## src/rtl/core/sig_pkg.sv

```systemverilog
// Package for the sphere index generator: widths, section codes, register defaults.
package sig_pkg;

    localparam int DIV_W   = 8;
    localparam int IDX_W   = 16;
    localparam int SEC_W   = 2;

    localparam logic [DIV_W-1:0] DIV_RESET = 8'd16;
    localparam logic [DIV_W-1:0] DIV_MIN   = 8'd2;

    localparam logic [SEC_W-1:0] SEC_TOP    = 2'd0;
    localparam logic [SEC_W-1:0] SEC_MIDDLE = 2'd1;
    localparam logic [SEC_W-1:0] SEC_BOTTOM = 2'd2;

    typedef struct packed {
        logic [IDX_W-1:0] third_index;
        logic [IDX_W-1:0] second_index;
        logic [IDX_W-1:0] first_index;
    } tri_t;

endpackage

```

## src/rtl/core/sphere_index_generator_unit.sv

```systemverilog
// Sphere index generator: emits one triangle of a latitude-longitude sphere per request.
//
//  channel  | dir | handshake              | payload
//  ---------+-----+------------------------+------------------------------------------
//  s_axis   | in  | s_axis_tvalid/tready   | tdata[0] restart
//  m_axis   | out | m_axis_tvalid/tready   | tdata first/second/third index, tlast last
//  cfg      | in  | cfg_valid/cfg_ready    | cfg_data divisions
//
// One triangle per cycle: the position counters and four 16-bit adders feed the
// result register directly, so a request is taken every cycle while the result
// register is empty or being drained. A result is valid in the cycle after its request is accepted.
// rst_n clears the position to the first top-cap triangle and divisions to 16.
// A stalled m_axis holds the result register and s_axis_tready drops.
// A divisions write also returns the position to the first triangle.
module sphere_index_generator_unit
(
    input  logic        clk,
    input  logic        rst_n,
    input  logic        s_axis_tvalid,
    output logic        s_axis_tready,
    input  logic [7:0]  s_axis_tdata,   // [0] restart, [7:1] zero
    output logic        m_axis_tvalid,
    input  logic        m_axis_tready,
    output logic [47:0] m_axis_tdata,   // [15:0] first_index, [31:16] second_index,
                                        // [47:32] third_index
    output logic        m_axis_tlast,   // last_triangle
    input  logic        cfg_valid,
    output logic        cfg_ready,
    input  logic [7:0]  cfg_data        // divisions
);

    logic [sig_pkg::DIV_W-1:0] div_reg;
    logic [sig_pkg::SEC_W-1:0] sec_reg, sec_next;
    logic [sig_pkg::DIV_W-1:0] row_reg, row_next;
    logic [sig_pkg::DIV_W-1:0] col_reg, col_next;
    logic                      half_reg, half_next;
    logic [sig_pkg::IDX_W-1:0] base_reg, base_next;

    logic                      out_valid_reg;
    sig_pkg::tri_t             tri_reg, tri_next;
    logic                      last_reg, last_next;

    logic                      accept;
    logic [sig_pkg::DIV_W-1:0] d_eff;
    logic [sig_pkg::DIV_W:0]   n;
    logic [sig_pkg::SEC_W-1:0] sec_cur;
    logic [sig_pkg::DIV_W-1:0] row_cur;
    logic [sig_pkg::DIV_W-1:0] col_cur;
    logic                      half_cur;
    logic [sig_pkg::IDX_W-1:0] base_cur;
    logic [sig_pkg::IDX_W-1:0] idx_base;
    logic [sig_pkg::IDX_W-1:0] idx_next;
    logic [sig_pkg::DIV_W:0]   col_inc;
    logic                      col_wrap;
    logic [sig_pkg::DIV_W-1:0] row_inc;

    assign cfg_ready     = 1'b1;
    assign s_axis_tready = !out_valid_reg || m_axis_tready;
    assign accept        = s_axis_tvalid && s_axis_tready;

    assign m_axis_tvalid = out_valid_reg;
    assign m_axis_tdata  = tri_reg;
    assign m_axis_tlast  = last_reg;

    assign d_eff = (div_reg < sig_pkg::DIV_MIN) ? sig_pkg::DIV_MIN : div_reg;
    assign n     = {1'b0, d_eff} + 9'd1;

    // restart forces the first top-cap position
    always_comb
    begin
        if (s_axis_tdata[0])
        begin
            sec_cur  = sig_pkg::SEC_TOP;
            row_cur  = '0;
            col_cur  = '0;
            half_cur = 1'b0;
            base_cur = '0;
        end
        else
        begin
            sec_cur  = sec_reg;
            row_cur  = row_reg;
            col_cur  = col_reg;
            half_cur = half_reg;
            base_cur = base_reg;
        end
    end

    assign idx_base = base_cur + {8'd0, col_cur};
    assign idx_next = idx_base + {7'd0, n};
    assign col_inc  = {1'b0, col_cur} + 9'd1;
    assign col_wrap = (col_inc == {1'b0, d_eff});
    assign row_inc  = row_cur + 8'd1;

    always_comb
    begin
        tri_next.first_index = idx_base;
        if (sec_cur == sig_pkg::SEC_BOTTOM || (sec_cur == sig_pkg::SEC_MIDDLE && half_cur))
        begin
            tri_next.second_index = idx_base + 16'd1;
            tri_next.third_index  = idx_next + 16'd1;
        end
        else
        begin
            tri_next.second_index = idx_next + 16'd1;
            tri_next.third_index  = idx_next;
        end
        last_next = (sec_cur == sig_pkg::SEC_BOTTOM) && col_wrap;
    end

    always_comb
    begin
        sec_next  = sec_cur;
        row_next  = row_cur;
        col_next  = col_cur;
        half_next = half_cur;
        base_next = base_cur;
        unique case (sec_cur)
            sig_pkg::SEC_TOP:
            begin
                col_next = col_inc[sig_pkg::DIV_W-1:0];
                if (col_wrap)
                begin
                    // first middle row, or the bottom row when divisions is 2 or less
                    col_next  = '0;
                    row_next  = 8'd1;
                    base_next = {7'd0, n};
                    sec_next  = (d_eff > sig_pkg::DIV_MIN) ? sig_pkg::SEC_MIDDLE
                                                           : sig_pkg::SEC_BOTTOM;
                end
            end
            sig_pkg::SEC_MIDDLE:
            begin
                if (!half_cur)
                begin
                    half_next = 1'b1;
                end
                else
                begin
                    half_next = 1'b0;
                    col_next  = col_inc[sig_pkg::DIV_W-1:0];
                    if (col_wrap)
                    begin
                        col_next  = '0;
                        row_next  = row_inc;
                        base_next = base_cur + {7'd0, n};
                        if ({1'b0, row_inc} + 9'd1 == {1'b0, d_eff})
                        begin
                            sec_next = sig_pkg::SEC_BOTTOM;
                        end
                    end
                end
            end
            default:
            begin
                col_next = col_inc[sig_pkg::DIV_W-1:0];
                if (col_wrap)
                begin
                    sec_next  = sig_pkg::SEC_TOP;
                    row_next  = '0;
                    col_next  = '0;
                    half_next = 1'b0;
                    base_next = '0;
                end
            end
        endcase
    end

    always_ff @(posedge clk or negedge rst_n)
    begin
        if (!rst_n)
        begin
            div_reg       <= sig_pkg::DIV_RESET;
            sec_reg       <= sig_pkg::SEC_TOP;
            row_reg       <= '0;
            col_reg       <= '0;
            half_reg      <= 1'b0;
            base_reg      <= '0;
            out_valid_reg <= 1'b0;
        end
        else
        begin
            if (cfg_valid && cfg_ready)
            begin
                div_reg  <= cfg_data;
                sec_reg  <= sig_pkg::SEC_TOP;
                row_reg  <= '0;
                col_reg  <= '0;
                half_reg <= 1'b0;
                base_reg <= '0;
            end
            else if (accept)
            begin
                sec_reg  <= sec_next;
                row_reg  <= row_next;
                col_reg  <= col_next;
                half_reg <= half_next;
                base_reg <= base_next;
            end
            if (accept)
            begin
                out_valid_reg <= 1'b1;
            end
            else if (m_axis_tready)
            begin
                out_valid_reg <= 1'b0;
            end
        end
    end

    always_ff @(posedge clk)
    begin
        if (accept)
        begin
            tri_reg  <= tri_next;
            last_reg <= last_next;
        end
    end

endmodule

```

## config.mk

```make
export PLATFORM = sky130hd
export DESIGN_NAME = sphere_index_generator_unit
export DESIGN_NICKNAME = d
export VERILOG_FILES = /design/src/rtl/core/sig_pkg.sv /design/src/rtl/core/sphere_index_generator_unit.sv
export SDC_FILE = /design/constraint.sdc
export NUM_CORES = 1
export LEC_CHECK = 0
export BUFFER_PORTS_ARGS = -buffer_cell sky130_fd_sc_hd__buf_4
export CORE_ASPECT_RATIO = 0.8
export CORE_MARGIN = 2
export CORE_UTILIZATION = 56
export CTS_BUF_LIST = sky130_fd_sc_hd__clkbuf_4 sky130_fd_sc_hd__clkbuf_8
export CTS_CLUSTER_SIZE = 40
export DETAILED_ROUTE_END_ITERATION = 12
export PLACE_DENSITY = 0.76
export SYNTH_ARGS = -nofsm -noshare
export SYNTH_HDL_FRONTEND = slang
export SYNTH_SLANG_ARGS = --single-unit
```

## constraint.sdc

```tcl
create_clock -name clk -period 6.4 [get_ports clk]
set_input_delay 0.64 -clock clk [delete_from_list [all_inputs] [get_ports clk]]
set_output_delay 0.64 -clock clk [all_outputs]
set_load 0.01 [all_outputs]
```

After elaboration in Yosys (flattened, before gate mapping)
Index checks and enable logic that the tools add are counted.

operators by class
  $add $sub $neg = 9
  magnitude comparators = 2
  equal/unequal tests = 4
  mux-type cells = 42
  reduce and logical (&&, ||, !) cells = 9

operator list
  kind                                                         count
  two-way mux 16 bit                                           7
  two-way mux 8 bit                                            14
  adder 16 x 1 -> 16 bit (second input constant)               2
  adder 16 x 9 -> 16 bit                                       2
  two-way mux 32 bit                                           1
  case mux 16 bit (2 select lines)                             1
  adder 8 x 1 -> 9 bit (second input constant)                 3
  == test 9 x 8 -> 1 bit                                       2
  two-way mux 2 bit                                            9
  adder 16 x 8 -> 16 bit                                       1
  case mux 8 bit (2 select lines)                              1
  adder 8 x 1 -> 8 bit (second input constant)                 1
  > comparator 8 x 2 -> 1 bit (second input constant)          1
  less-than comparator 8 x 2 -> 1 bit (second input constant)  1
  two-way mux 1 bit                                            7
  case mux 2 bit (2 select lines)                              1
  nonzero test 2 bit                                           2
  logical AND 1 bit                                            3
  == test 2 x 1 -> 1 bit (second input constant)               1
  == test 2 bit (second input constant)                        1
  zero test 2 bit                                              1
  logical OR 1 bit                                             2
  case mux 1 bit (2 select lines)                              1
  zero test 1 bit                                              1

word-level totals
  bits in registers = 93
  input port bits = 21
  output and inout port bits = 52
  word-level logic and storage cells = 77

Longest topological paths before layout
Gate-level depths: netlist (run 1).

  depth in word-level cells = 10
  gate-level depth with buffers = 25
  gate-level depth less buffers = 20

Worst setup path after synthesis (run 1)
OpenSTA, ideal clock, no wires.

  path type = input to register
  start = input port s_axis_tdata[0]
  end = register tri_reg, in the netlist m_axis_tdata[47], data pin
  library setup time = 261 ps
  arrival time = 6025 ps
  setup slack = 114 ps
  stages = 25
  buffers on the path = 7
  path through = buf_2 buf_1 clkbuf_1 buf_1 clkbuf_1 clkbuf_1 nor2b_1 ha_1 inv_1 fa_1 nor2b_1 o21a_1 nor2_1 xnor2_1 ha_1 clkbuf_1 o21a_1 a2111oi_0 a311oi_1 nand4b_1 or3_1 a211oi_1 and3b_1 nand4_1 xor2_1

RTL lines
  what                  RTL line                            RTL
  from (decl)           sphere_index_generator_unit.sv:21   input logic [7:0] s_axis_tdata,
  to (signal assigned)  sphere_index_generator_unit.sv:215  tri_reg <= tri_next;
  to (decl)             sphere_index_generator_unit.sv:40   sig_pkg::tri_t tri_reg, tri_next;

==> impl_metrics.py, run 1 <==
metrics = {
    "cts": {
        "post_cts_buffers": 0,
        "htreeDepth": 3,
        "cts.path.max_buffers": 2,
        "cts_hold_buffers": 0,
        "cts.repair.resized": 0,
        "path_clk_slew_ns": 0.10,
        "cts_root_buffer": "clkbuf_8",
        "clk_latency_ns": 0.39,
        "cts_inserted_buffers": 9,
        "cts.sinks": 93,
        "cts_tree": "built",
    },
    "critical_path": {
        "r2r_setup_slack_ns": 0.82,
        "crit_family": "simple AND/OR/NAND/NOR gates",
        "critPathLaunchType": "flop",
        "required_ns": 6.54,
        "timing.rr.end": "m_axis_tdata[47]$_DFFE_PP_",
        "reg2regPathDepth": 17,
        "crit_buf_inv": 3,
        "cp.arrival_ns": 5.72,
        "endpoint_kind": "flop",
        "path_cells": "or4_1 -> o41ai_4 -> buf_4 -> inv_1 -> ha_1 -> xor2_1 -> buf_4 -> ha_1 -> a211o_1 -> a2111oi_0 -> a311oi_1 -> nand4b_1 -> or3_1 -> a211oi_1 -> and3b_1 -> nand4_1 -> xor2_1",
        "crit_slowest_cell": "or4_1",
        "crit_path_max_fanout": 8,
        "crit_type": "reg2reg",
        "slowest_delay_ns": 0.59,
        "rr_startpoint": "div_reg[5]$_DFFE_PN0P_",
    },
    "layout": {
        "syn2layout_area_growth_pct": 10.64,
        "final_nets": 956,
        "antenna_cells": 0,
        "largest_reg_flops": 48,
        "drive_gt1_share_pct": 13.76,
    },
    "routing": {
        "via_per_inst": 6.303,
        "wl_mm": 19.78,
        "num_vias": 6782,
        "met2WireLength_mm": 8.772,
        "drt_drc_violations_left": 0,
        "drtAntennaViolNets": 0,
        "dr_wl_met3_mm": 1.481,
        "drt_iter0_markers": 666,
        "wl_per_cell_um": 18.39,
        "wl_met1_mm": 9.211,
        "drt_first_pass_iters": 5,
        "highest_layer": "met4",
    },
    "floorplan": {
        "die_w_um": 133.6,
        "dieArea_um2": 14390,
        "fp-row-count": 37,
        "dieHeight_um": 107.7,
        "core_area_um2": 13010,
        "ios": 73,
        "start_util_pct": 57.87,
    },
    "grt": {
        "grt_max_degree": 45,
        "gr-total-overflow": 0,
        "grt_pass1_vias": 6469,
        "grt_pass1_wl_mm": 33.07,
        "antenna_found_initial": 0,
        "track_usage_pct": 28.89,
    },
    "yosys": {
        "ys_warn_count": 0,
        "ys_seq_area_share_pct": 34.19,
        "yosys.area_share.simple_pct": 22.17,
        "avgSynthCellArea_um2": 8.836,
        "netlist_area_um2": 7528,
        "yosys_most_used_dff": "edfxtp_1",
        "ys_types": 77,
        "synth_xor_area_share_pct": 10.54,
        "synth_edf_count": 49,
        "synth-seq-cells": 93,
        "syn_nets": 912,
        "async_reset_ff_share_pct": 47.31,
        "syn_inst": 852,
        "synth_top_family_by_area": "simple AND/OR/NAND/NOR gates",
        "synth_compound_area_share_pct": 20.28,
        "synthAdderAreaFrac_pct": 6.781,
        "muxShareOfSynthArea_pct": 1.994,
    },
    "timing": {
        "hold_viol_final": 0,
        "setup_viol": 0,
        "slew_headroom_pct": 39.97,
        "finalMaxSlewViolations": 0,
        "tightest_slew_ns": 0.8940,
        "fmax_mhz": 179.2,
        "post-route-min-period_ns": 5.579,
        "rsz0062_at_grt": "false",
        "fin_setup_tns_ns": 0,
        "worst_clock_skew_ns": 0.01111,
        "period_share_pct": 87.18,
    },
    "place": {
        "io_buffers": 64,
        "finalWeightedCongestion": 0.8798,
        "hpwlAfterDp_mm": 14.72,
    },
    "pwr": {
        "p_leak_nw": 3.360,
        "irDropWorstVdd_mv": 0.1014,
        "power_mw": 1.450,
        "cellPowerDensity_nw_per_um2": 174.1,
    },
    "run_status": {
        "status": "finished clean",
    },
    "min_path": {
        "hold_class": "in2async",
    },
    "job": {
        "maxCapViolCount": 0,
    },
}
-- layer usage --
metal	up-vias	global-route usage [%]
met3	29	4.991
met4	0	10.03
li1	3219	-
met2	258	44.04
met1	3276	41.55
met5	-	0
-- worst max path at each step --
stage / cells past startpoint / endpoint / startpoint
after detailed placement: 21 / m_axis_tdata[29]$_DFFE_PP_ / s_axis_tdata[0]
after global placement: 21 / m_axis_tdata[47]$_DFFE_PP_ / s_axis_tdata[0]
after global routing: 21 / m_axis_tdata[29]$_DFFE_PP_ / s_axis_tdata[0]
after CTS: 17 / m_axis_tdata[47]$_DFFE_PP_ / div_reg[5]$_DFFE_PN0P_
after floorplan: 25 / m_axis_tdata[47]$_DFFE_PP_ / s_axis_tdata[0]
final: 17 / m_axis_tdata[47]$_DFFE_PP_ / div_reg[5]$_DFFE_PN0P_
-- metrics by stage --
step	instances	utilization [%]	hold WS [ns]	setup slack, ns	area (um^2)
2_1_floorplan	852	-	0.3444	0.1138	7528
3_3_place_gp	1060	62.52	0.5166	0.7660	8133
3_5_place_dp	1060	62.52	0.5363	0.6150	8133
4_1_cts	1076	64.03	0.2586	0.8896	8329
5_1_grt	1076	64.03	0.2856	0.4392	8329
6_report	1076	64.03	0.2323	0.8207	8329
-- layout make-up --
type | instances | area (um^2)
clock inverters | 7 | 72.57
fillers | 1130 | 4679
multi-input cells | 685 | 4657
repair buffers | 75 | 563.0
well taps | 175 | 219.0
flip-flops and latches | 93 | 2574
inverters | 32 | 120.1
clock buffers | 9 | 123.9
-- placed cells by master, fill, tap and decap left out, drive strengths merged, types with 6 or more instances in the layout --
cell and n:
nand2 79, nor2 75, buf 75, xnor2 59, edfxtp 49, o21ai 48
dfrtp 43, a21oi 38, ha 36, inv 33, xor2 29, nor3 29
nor2b 26, nand3 25, nand4 16, a31oi 14, a21o 13, o21a 13
a22oi 12, and3 12, or3 11, a211oi 11, clkbuf 9, mux2 8
a2111oi 8, nand2b 7, o31ai 7, a311oi 7, nand3b 6, mux2i 6
or4 6, nor3b 6, nor4 6
-- cells by family after synthesis --
group / Yosys count
buffers and inverters: 74
AND/OR/NAND/NOR: 323
flip-flops: 93
multiplexers: 14
AO/OA/AOI/OAI: 219
other: 1
adder cells (fa/ha/maj): 39
XOR/XNOR: 89
-- synth_stat cells, types with 13 or more instances --
master / n / area (um^2)
a21o_1: 13 / 97.59
a21oi_1: 36 / 180.2
a31oi_1: 14 / 87.58
buf_2: 13 / 65.06
clkbuf_1: 25 / 93.84
dfrtp_1: 43 / 1076
edfxtp_1: 49 / 1471
ha_1: 36 / 450.4
inv_1: 30 / 112.6
nand2_1: 79 / 296.5
nand3_1: 23 / 115.1
nand4_1: 16 / 100.1
nor2_1: 75 / 281.5
nor2b_1: 26 / 162.7
nor3_1: 28 / 140.1
o21a_1: 13 / 97.59
o21ai_0: 47 / 235.2
xnor2_1: 59 / 516.8
xor2_1: 29 / 254.0
-- power by group --
part           total, mW  internal (mW)  leakage, nW  switching, mW
combinational      0.344          0.141         2.20          0.202
clock              0.406          0.181       0.0884          0.225
sequential         0.701          0.674         1.07         0.0267
total               1.45          0.997         3.36          0.454
(Power assumes the default switching activity.)
==> inputs of run 2 (changes only) <==
Settings changed: CTS_BUF_LIST sky130_fd_sc_hd__clkbuf_4 sky130_fd_sc_hd__clkbuf_8 to sky130_fd_sc_hd__clkbuf_4, RECOVER_POWER from default to 50.
==> run 2 against run 1 <==
Net effect: the run now ends with max-capacitance violations, max-slew violations left; fmax is 0.20% lower; die area stayed put; clock-buffer cell count stayed put; sequential power hardly changed; total power is 5.9% lower; via count is 0.24% lower; first-iteration DRC count is 8.9% lower; non-clock buffer count stayed put.
==> impl_metrics.py, run 2 (synthesis gave the netlist of run 1 again) <==
metrics = {
    "timing": {
        "worst_clock_skew_ns": 0.02094,
        "fin_setup_tns_ns": 0,
        "setup_ws_ns": 0.8097,
        "period_share_pct": 87.35,
        "fmax_mhz": 178.9,
        "slew_headroom_pct": -68.03,
        "setup_viol": 0,
        "tightest_slew_ns": 2.521,
        "finalMaxSlewViolations": 85,
        "post-route-min-period_ns": 5.590,
        "rsz0062_at_grt": "false",
        "hold_viol_final": 0,
    },
    "grt": {
        "track_usage_pct": 28.92,
        "grt_pass1_wl_mm": 33.00,
        "antenna_found_initial": 0,
        "grt_max_degree": 45,
        "grt_pass1_vias": 6434,
        "gr-total-overflow": 0,
    },
    "job": {
        "maxCapViolCount": 2,
    },
    "critical_path": {
        "crit_type": "reg2reg",
        "critPathLaunchType": "flop",
        "endpoint_kind": "flop",
        "cp.arrival_ns": 5.84,
        "required_ns": 6.65,
        "crit_path_max_fanout": 8,
    },
    "routing": {
        "drt_iter0_markers": 607,
        "wl_per_cell_um": 18.44,
        "drt_first_pass_iters": 5,
        "num_vias": 6766,
        "wl_mm": 19.84,
        "via_per_inst": 6.288,
        "drtAntennaViolNets": 0,
        "drt_drc_violations_left": 0,
    },
    "layout": {
        "largest_reg_flops": 48,
        "fillCellCount": 1184,
        "final_nets": 956,
        "antenna_cells": 0,
        "syn2layout_area_growth_pct": 7.196,
        "final_common_cell": "nand2_1",
        "finish.utilization_pct": 62.04,
        "drive_gt1_share_pct": 7.658,
        "final_cell_mix": "nand2_1 (79), nor2_1 (75), xnor2_1 (59)",
    },
    "cts": {
        "cts.repair.resized": 0,
        "path_clk_slew_ns": 0.15,
        "clk_latency_ns": 0.51,
        "cts_root_buffer": "clkbuf_4",
        "htreeDepth": 3,
        "cts.path.max_buffers": 2,
        "cts_inserted_buffers": 9,
        "cts_tree": "built",
        "post_cts_buffers": 0,
        "cts_hold_buffers": 0,
        "cts.sinks": 93,
    },
    "place": {
        "finalWeightedCongestion": 0.8798,
        "post-place-ws_ns": 0.6150,
        "hpwlAfterDp_mm": 14.72,
        "io_buffers": 64,
    },
    "floorplan": {
        "dieHeight_um": 107.7,
        "die_w_um": 133.6,
        "start_util_pct": 57.87,
        "fp-row-count": 37,
        "core_area_um2": 13010,
        "dieArea_um2": 14390,
        "ios": 73,
    },
    "pwr": {
        "p_clk_share_pct": 24.8,
        "combPwrFrac_pct": 23.8,
        "p_seq_share_pct": 51.4,
        "p_int_mw": 0.9164,
        "irDropWorstVdd_mv": 0.1216,
        "switching_power_mw": 0.4479,
        "cellPowerDensity_nw_per_um2": 169.0,
        "p_leak_nw": 3.138,
        "p_sw_share_pct": 32.83,
    },
    "min_path": {
        "hold_class": "in2reg",
    },
    "run_status": {
        "violations": "max-capacitance violations, max-slew violations",
        "status": "finished with violations",
    },
}
-- run 2: cell count changes in the layout (fill, tap and decap cells not counted), sizes merged --
cell    previous run  this run
buf               75        21
clkbuf             9        63
-- run 2: final timing paths --
| kind | startpoint | to | slack (ns) | cells past startpoint |
|---|---|---|---|---|
| min in group asynchronous | rst_n | base_reg[10]$_DFFE_PN0P_ | 0.89 | 1 |
| max in group asynchronous | rst_n | base_reg[7]$_DFFE_PN0P_ | 4.08 | 1 |
| max | div_reg[5]$_DFFE_PN0P_ | m_axis_tdata[47]$_DFFE_PP_ | 0.81 | 17 |
| min reg2reg | col_reg[7]$_DFFE_PN0P_ | col_reg[7]$_DFFE_PN0P_ | 0.56 | 2 |
| max reg2reg | div_reg[5]$_DFFE_PN0P_ | m_axis_tdata[47]$_DFFE_PP_ | 0.81 | 17 |
| min | s_axis_tvalid | m_axis_tvalid$_DFFE_PN0P_ | 0.34 | 2 |
-- run 2: area by class of cell --
cell class	instances	area, um^2	area share (%)
Inverter	32	120.1	1.488
Multi-Input combinational cell	685	4657	57.71
Timing Repair Buffer	75	360.3	4.465
Clock buffer	9	67.56	0.8372
Clock inverter	7	72.57	0.8992
Sequential cell	93	2574	31.89
Tap cell	175	219.0	2.713
-- run 2: power by group through the flow --
stage	registers (mW)	clock network, mW	logic, mW
2_1_floorplan	0.714	0	0.226
3_3_place_gp	0.712	0	0.328
3_5_place_dp	0.713	0	0.339
4_1_cts	0.701	0.347	0.341
5_1_grt	0.705	0.366	0.361
6_report	0.701	0.339	0.325
-- run 2: layer usage --
metal | share of wire (%) | GRT usage, % | wire length, um | vias up
met2 | 44 | 43.63 | 8719 | 268
met4 | 2.0 | 9.954 | 397 | 0
li1 | - | - | - | 3229
met5 | 0 | 0 | 0 | -
met3 | 7.6 | 5.979 | 1506 | 36
met1 | 46 | 41.37 | 9218 | 3233
-- run 2: stage by stage --
step	cell area (um^2)	cells	total power, mW	hold WS [ns]
after floorplan	7528	852	0.9400	0.3444
after global placement	8133	1060	1.040	0.5166
after detailed placement	8133	1060	1.052	0.5363
after CTS	8273	1076	1.389	0.1171
after global routing	8070	1076	1.433	0.3294
final	8070	1076	1.364	0.3394
-- run 2: worst max-delay path, cell delays in order (launching register included) --
cell and delay, ns:
dfrtp_1 0.53, or4_1 0.59, o41ai_4 0.21, buf_4 0.23
inv_1 0.07, ha_1 0.23, xor2_1 0.15, buf_4 0.17
ha_1 0.34, a211o_1 0.38, a2111oi_0 0.38, a311oi_1 0.20
nand4b_1 0.40, or3_1 0.46, a211oi_1 0.31, and3b_1 0.34
nand4_1 0.16, xor2_1 0.19
==> inputs of run 3 (changes only) <==
Settings changed: ABC_AREA from default to 1.
==> run 3 against run 2 <==
Net effect: the run still ends with max-capacitance violations, max-slew violations left; first-iteration DRC count up 42%; clock power up 12%; hold slack worse by 0.019 ns; synthesized cell count up 45%; fmax up 15%; sequential share of layout area down 3.1 points; combinational power down 22%; register-to-register slack better by 0.73 ns; clock-buffer cell count up 2; clock skew down 0.0051 ns; critical path type unchanged; largest cell class unchanged.
==> impl_metrics.py, run 3 <==
metrics = {
    "layout": {
        "final_area_um2": 8942,
        "fillCellCount": 1365,
        "antenna_cells": 0,
        "final_nets": 1347,
        "drive_gt1_share_pct": 9.752,
        "finalNonFillerCells": 1476,
        "syn2layout_area_growth_pct": 8.667,
        "final_cell_mix": "nand2_1 (414), inv_1 (147), nand3_1 (117)",
        "largest_reg_flops": 48,
        "final_common_cell": "nand2_1",
    },
    "grt": {
        "grt_max_degree": 51,
        "grt_pass1_wl_mm": 36.28,
        "antenna_found_initial": 0,
        "gr-total-overflow": 0,
        "track_usage_pct": 28.46,
        "grt_pass1_vias": 7344,
    },
    "timing": {
        "finalMaxSlewViolations": 96,
        "post-route-min-period_ns": 4.862,
        "fin_setup_tns_ns": 0,
        "worst_clock_skew_ns": 0.01581,
        "setup_viol": 0,
        "period_share_pct": 75.98,
        "hold_viol_final": 0,
        "rsz0062_at_grt": "false",
        "slew_headroom_pct": -79.02,
        "fmax_mhz": 205.7,
        "tightest_slew_ns": 2.685,
    },
    "place": {
        "hpwlAfterDp_mm": 16.51,
        "placed_cell_area_um2": 8847,
        "io_buffers": 64,
        "finalWeightedCongestion": 0.9357,
        "place_inst": 1460,
    },
    "floorplan": {
        "start_util_pct": 57.56,
        "ios": 73,
        "dieHeight_um": 112.4,
        "core_area_um2": 14300,
        "die_w_um": 139.5,
        "fp-row-count": 39,
        "dieArea_um2": 15690,
    },
    "cts": {
        "cts_inserted_buffers": 9,
        "post_cts_buffers": 0,
        "cts_hold_buffers": 0,
        "cts_root_buffer": "clkbuf_4",
        "clk_latency_ns": 0.51,
        "cts.path.max_buffers": 2,
        "htreeDepth": 3,
        "cts_tree": "built",
        "path_clk_slew_ns": 0.15,
        "cts.sinks": 93,
        "cts.repair.resized": 0,
    },
    "routing": {
        "via_per_inst": 5.572,
        "wl_per_cell_um": 14.79,
        "num_vias": 8224,
        "drtAntennaViolNets": 0,
        "drt_drc_violations_left": 0,
        "drt_iter0_markers": 862,
        "drt_first_pass_iters": 6,
        "wl_mm": 21.83,
    },
    "yosys": {
        "avgSynthCellArea_um2": 6.669,
        "synth.area.top_cells": "nand2_1 (19%), edfxtp_1 (18%), dfrtp_1 (13%), nand3_1 (7.1%), inv_1 (6.6%)",
        "syn_nets": 1294,
        "ys_warn_count": 0,
        "synth_edf_count": 49,
        "synth_common_cells": "nand2_1 (414), inv_1 (145), nand3_1 (117)",
        "synth.top_cell.area_share_pct": 18.88,
        "yosys_most_used_dff": "edfxtp_1",
        "async_reset_ff_share_pct": 47.31,
        "synthMostInstantiatedCell": "nand2_1",
        "syn_inst": 1234,
        "ys_seq_area_share_pct": 31.28,
        "ys_types": 54,
        "netlist_area_um2": 8229,
        "yosys.area.top_type": "nand2_1",
        "synth-seq-cells": 93,
    },
    "critical_path": {
        "required_ns": 6.69,
        "r2r_setup_slack_ns": 1.54,
        "cp.arrival_ns": 5.15,
        "critPathLaunchType": "flop",
        "crit_type": "reg2reg",
        "crit_path_max_fanout": 9,
        "endpoint_kind": "flop",
    },
    "job": {
        "maxCapViolCount": 2,
    },
    "pwr": {
        "p_leak_nw": 4.456,
        "irDropWorstVdd_mv": 0.1192,
        "cellPowerDensity_nw_per_um2": 147.7,
    },
    "run_status": {
        "status": "finished with violations",
        "violations": "max-capacitance violations, max-slew violations",
    },
    "min_path": {
        "hold_class": "in2reg",
    },
}
-- run 3: cell types whose count changed in the layout (fill, tap and decap cells not counted), moves of 19 or more --
cell / before / now
nand2_1: 79 / 414
buf_4: 21 / 54
nor2b_1: 26 / 0
clkbuf_1: 54 / 17
xnor2_1: 59 / 13
inv_1: 30 / 147
nand3_1: 23 / 117
nor2_1: 75 / 112
nor3_1: 28 / 9
-- run 3: power breakdown --
| part | switching, mW | internal [mW] | leakage, nW |
|---|---|---|---|
| Combinational | 0.170 | 0.0843 | 3.29 |
| Sequential | 0.0173 | 0.669 | 1.08 |
| Clock | 0.214 | 0.165 | 0.0861 |
| Total | 0.402 | 0.919 | 4.46 |
-- run 3: metrics by stage --
stage / util, % / worst slack (ns) / total power [mW] / hold slack (ns)
after floorplan: - / 1.874 / 0.8665 / 0.3444
after global placement: 61.88 / 1.258 / 0.9527 / 0.4625
after detailed placement: 61.88 / 1.197 / 0.9585 / 0.4675
after CTS: 62.99 / 1.661 / 1.331 / 0.1294
after global routing: 62.54 / 1.014 / 1.388 / 0.3103
final: 62.54 / 1.538 / 1.321 / 0.3201
-- run 3: critical path, cell delays in order, from the launching register on --
cell and delay (ns):
dfrtp_1 0.43, inv_1 0.09, nor2_1 0.31, ha_1 0.28, inv_1 0.07, fa_1 0.39, nand3b_1 0.17, nand2_1 0.23
nand2_1 0.09, nand2_1 0.14, xor2_2 0.38, ha_1 0.36, nand2_1 0.14, nor2_1 0.07, nand4_1 0.07, nor2_1 0.06
nor2_1 0.20, inv_1 0.13, nand2_1 0.11, nand2_1 0.10, inv_1 0.09, nand3_1 0.13, nor2_1 0.28, nand3_1 0.14
nand3_1 0.11, nand2_1 0.06
-- run 3: cells by family (layout without fill, tap and decap cells) --
family,after synthesis,in the layout,share of synthesized area (%)
DFF,93,93,31.28
muxes,1,1,0.1216
xor gates and xnor gates,35,35,3.999
other,1,1,0.04557
and+or+nand+nor,727,727,38.92
AOI/OAI and AO/OA,153,153,10.48
buffers and inverters,185,243,8.955
adders and majority gates,39,39,6.203
-- run 3: final timing paths --
path | start | to | cells past startpoint
max | col_reg[0]$_DFFE_PN0P_ | m_axis_tdata[46]$_DFFE_PP_ | 25
min | cfg_data[0] | div_reg[0]$_DFFE_PN0P_ | 3
max reg2reg | col_reg[0]$_DFFE_PN0P_ | m_axis_tdata[46]$_DFFE_PP_ | 25
min reg2reg | row_reg[7]$_DFFE_PN0P_ | row_reg[7]$_DFFE_PN0P_ | 2
max in group asynchronous | rst_n | base_reg[11]$_DFFE_PN0P_ | 1
min in group asynchronous | rst_n | div_reg[3]$_DFFE_PN0P_ | 1
-- run 3: routing by layer --
metal  track usage, %  share of wire (%)  up-vias
met4            6.733                1.4        0
met5                0                  0        -
met2            42.35                 42      293
met3            6.101                8.7       34
li1                 -                  -     4131
met1            42.56                 47     3766
-- run 3: final cells by class --
class	instances	area [um^2]	area share (%)
Tap cell	184	230.2	2.575
Clock inverter	5	76.32	0.8535
Sequential cell	93	2574	28.78
Clock buffer	11	82.58	0.9235
Multi-Input combinational cell	956	4922	55.04
Timing Repair Buffer	71	469.2	5.247
Inverter	156	588.1	6.576
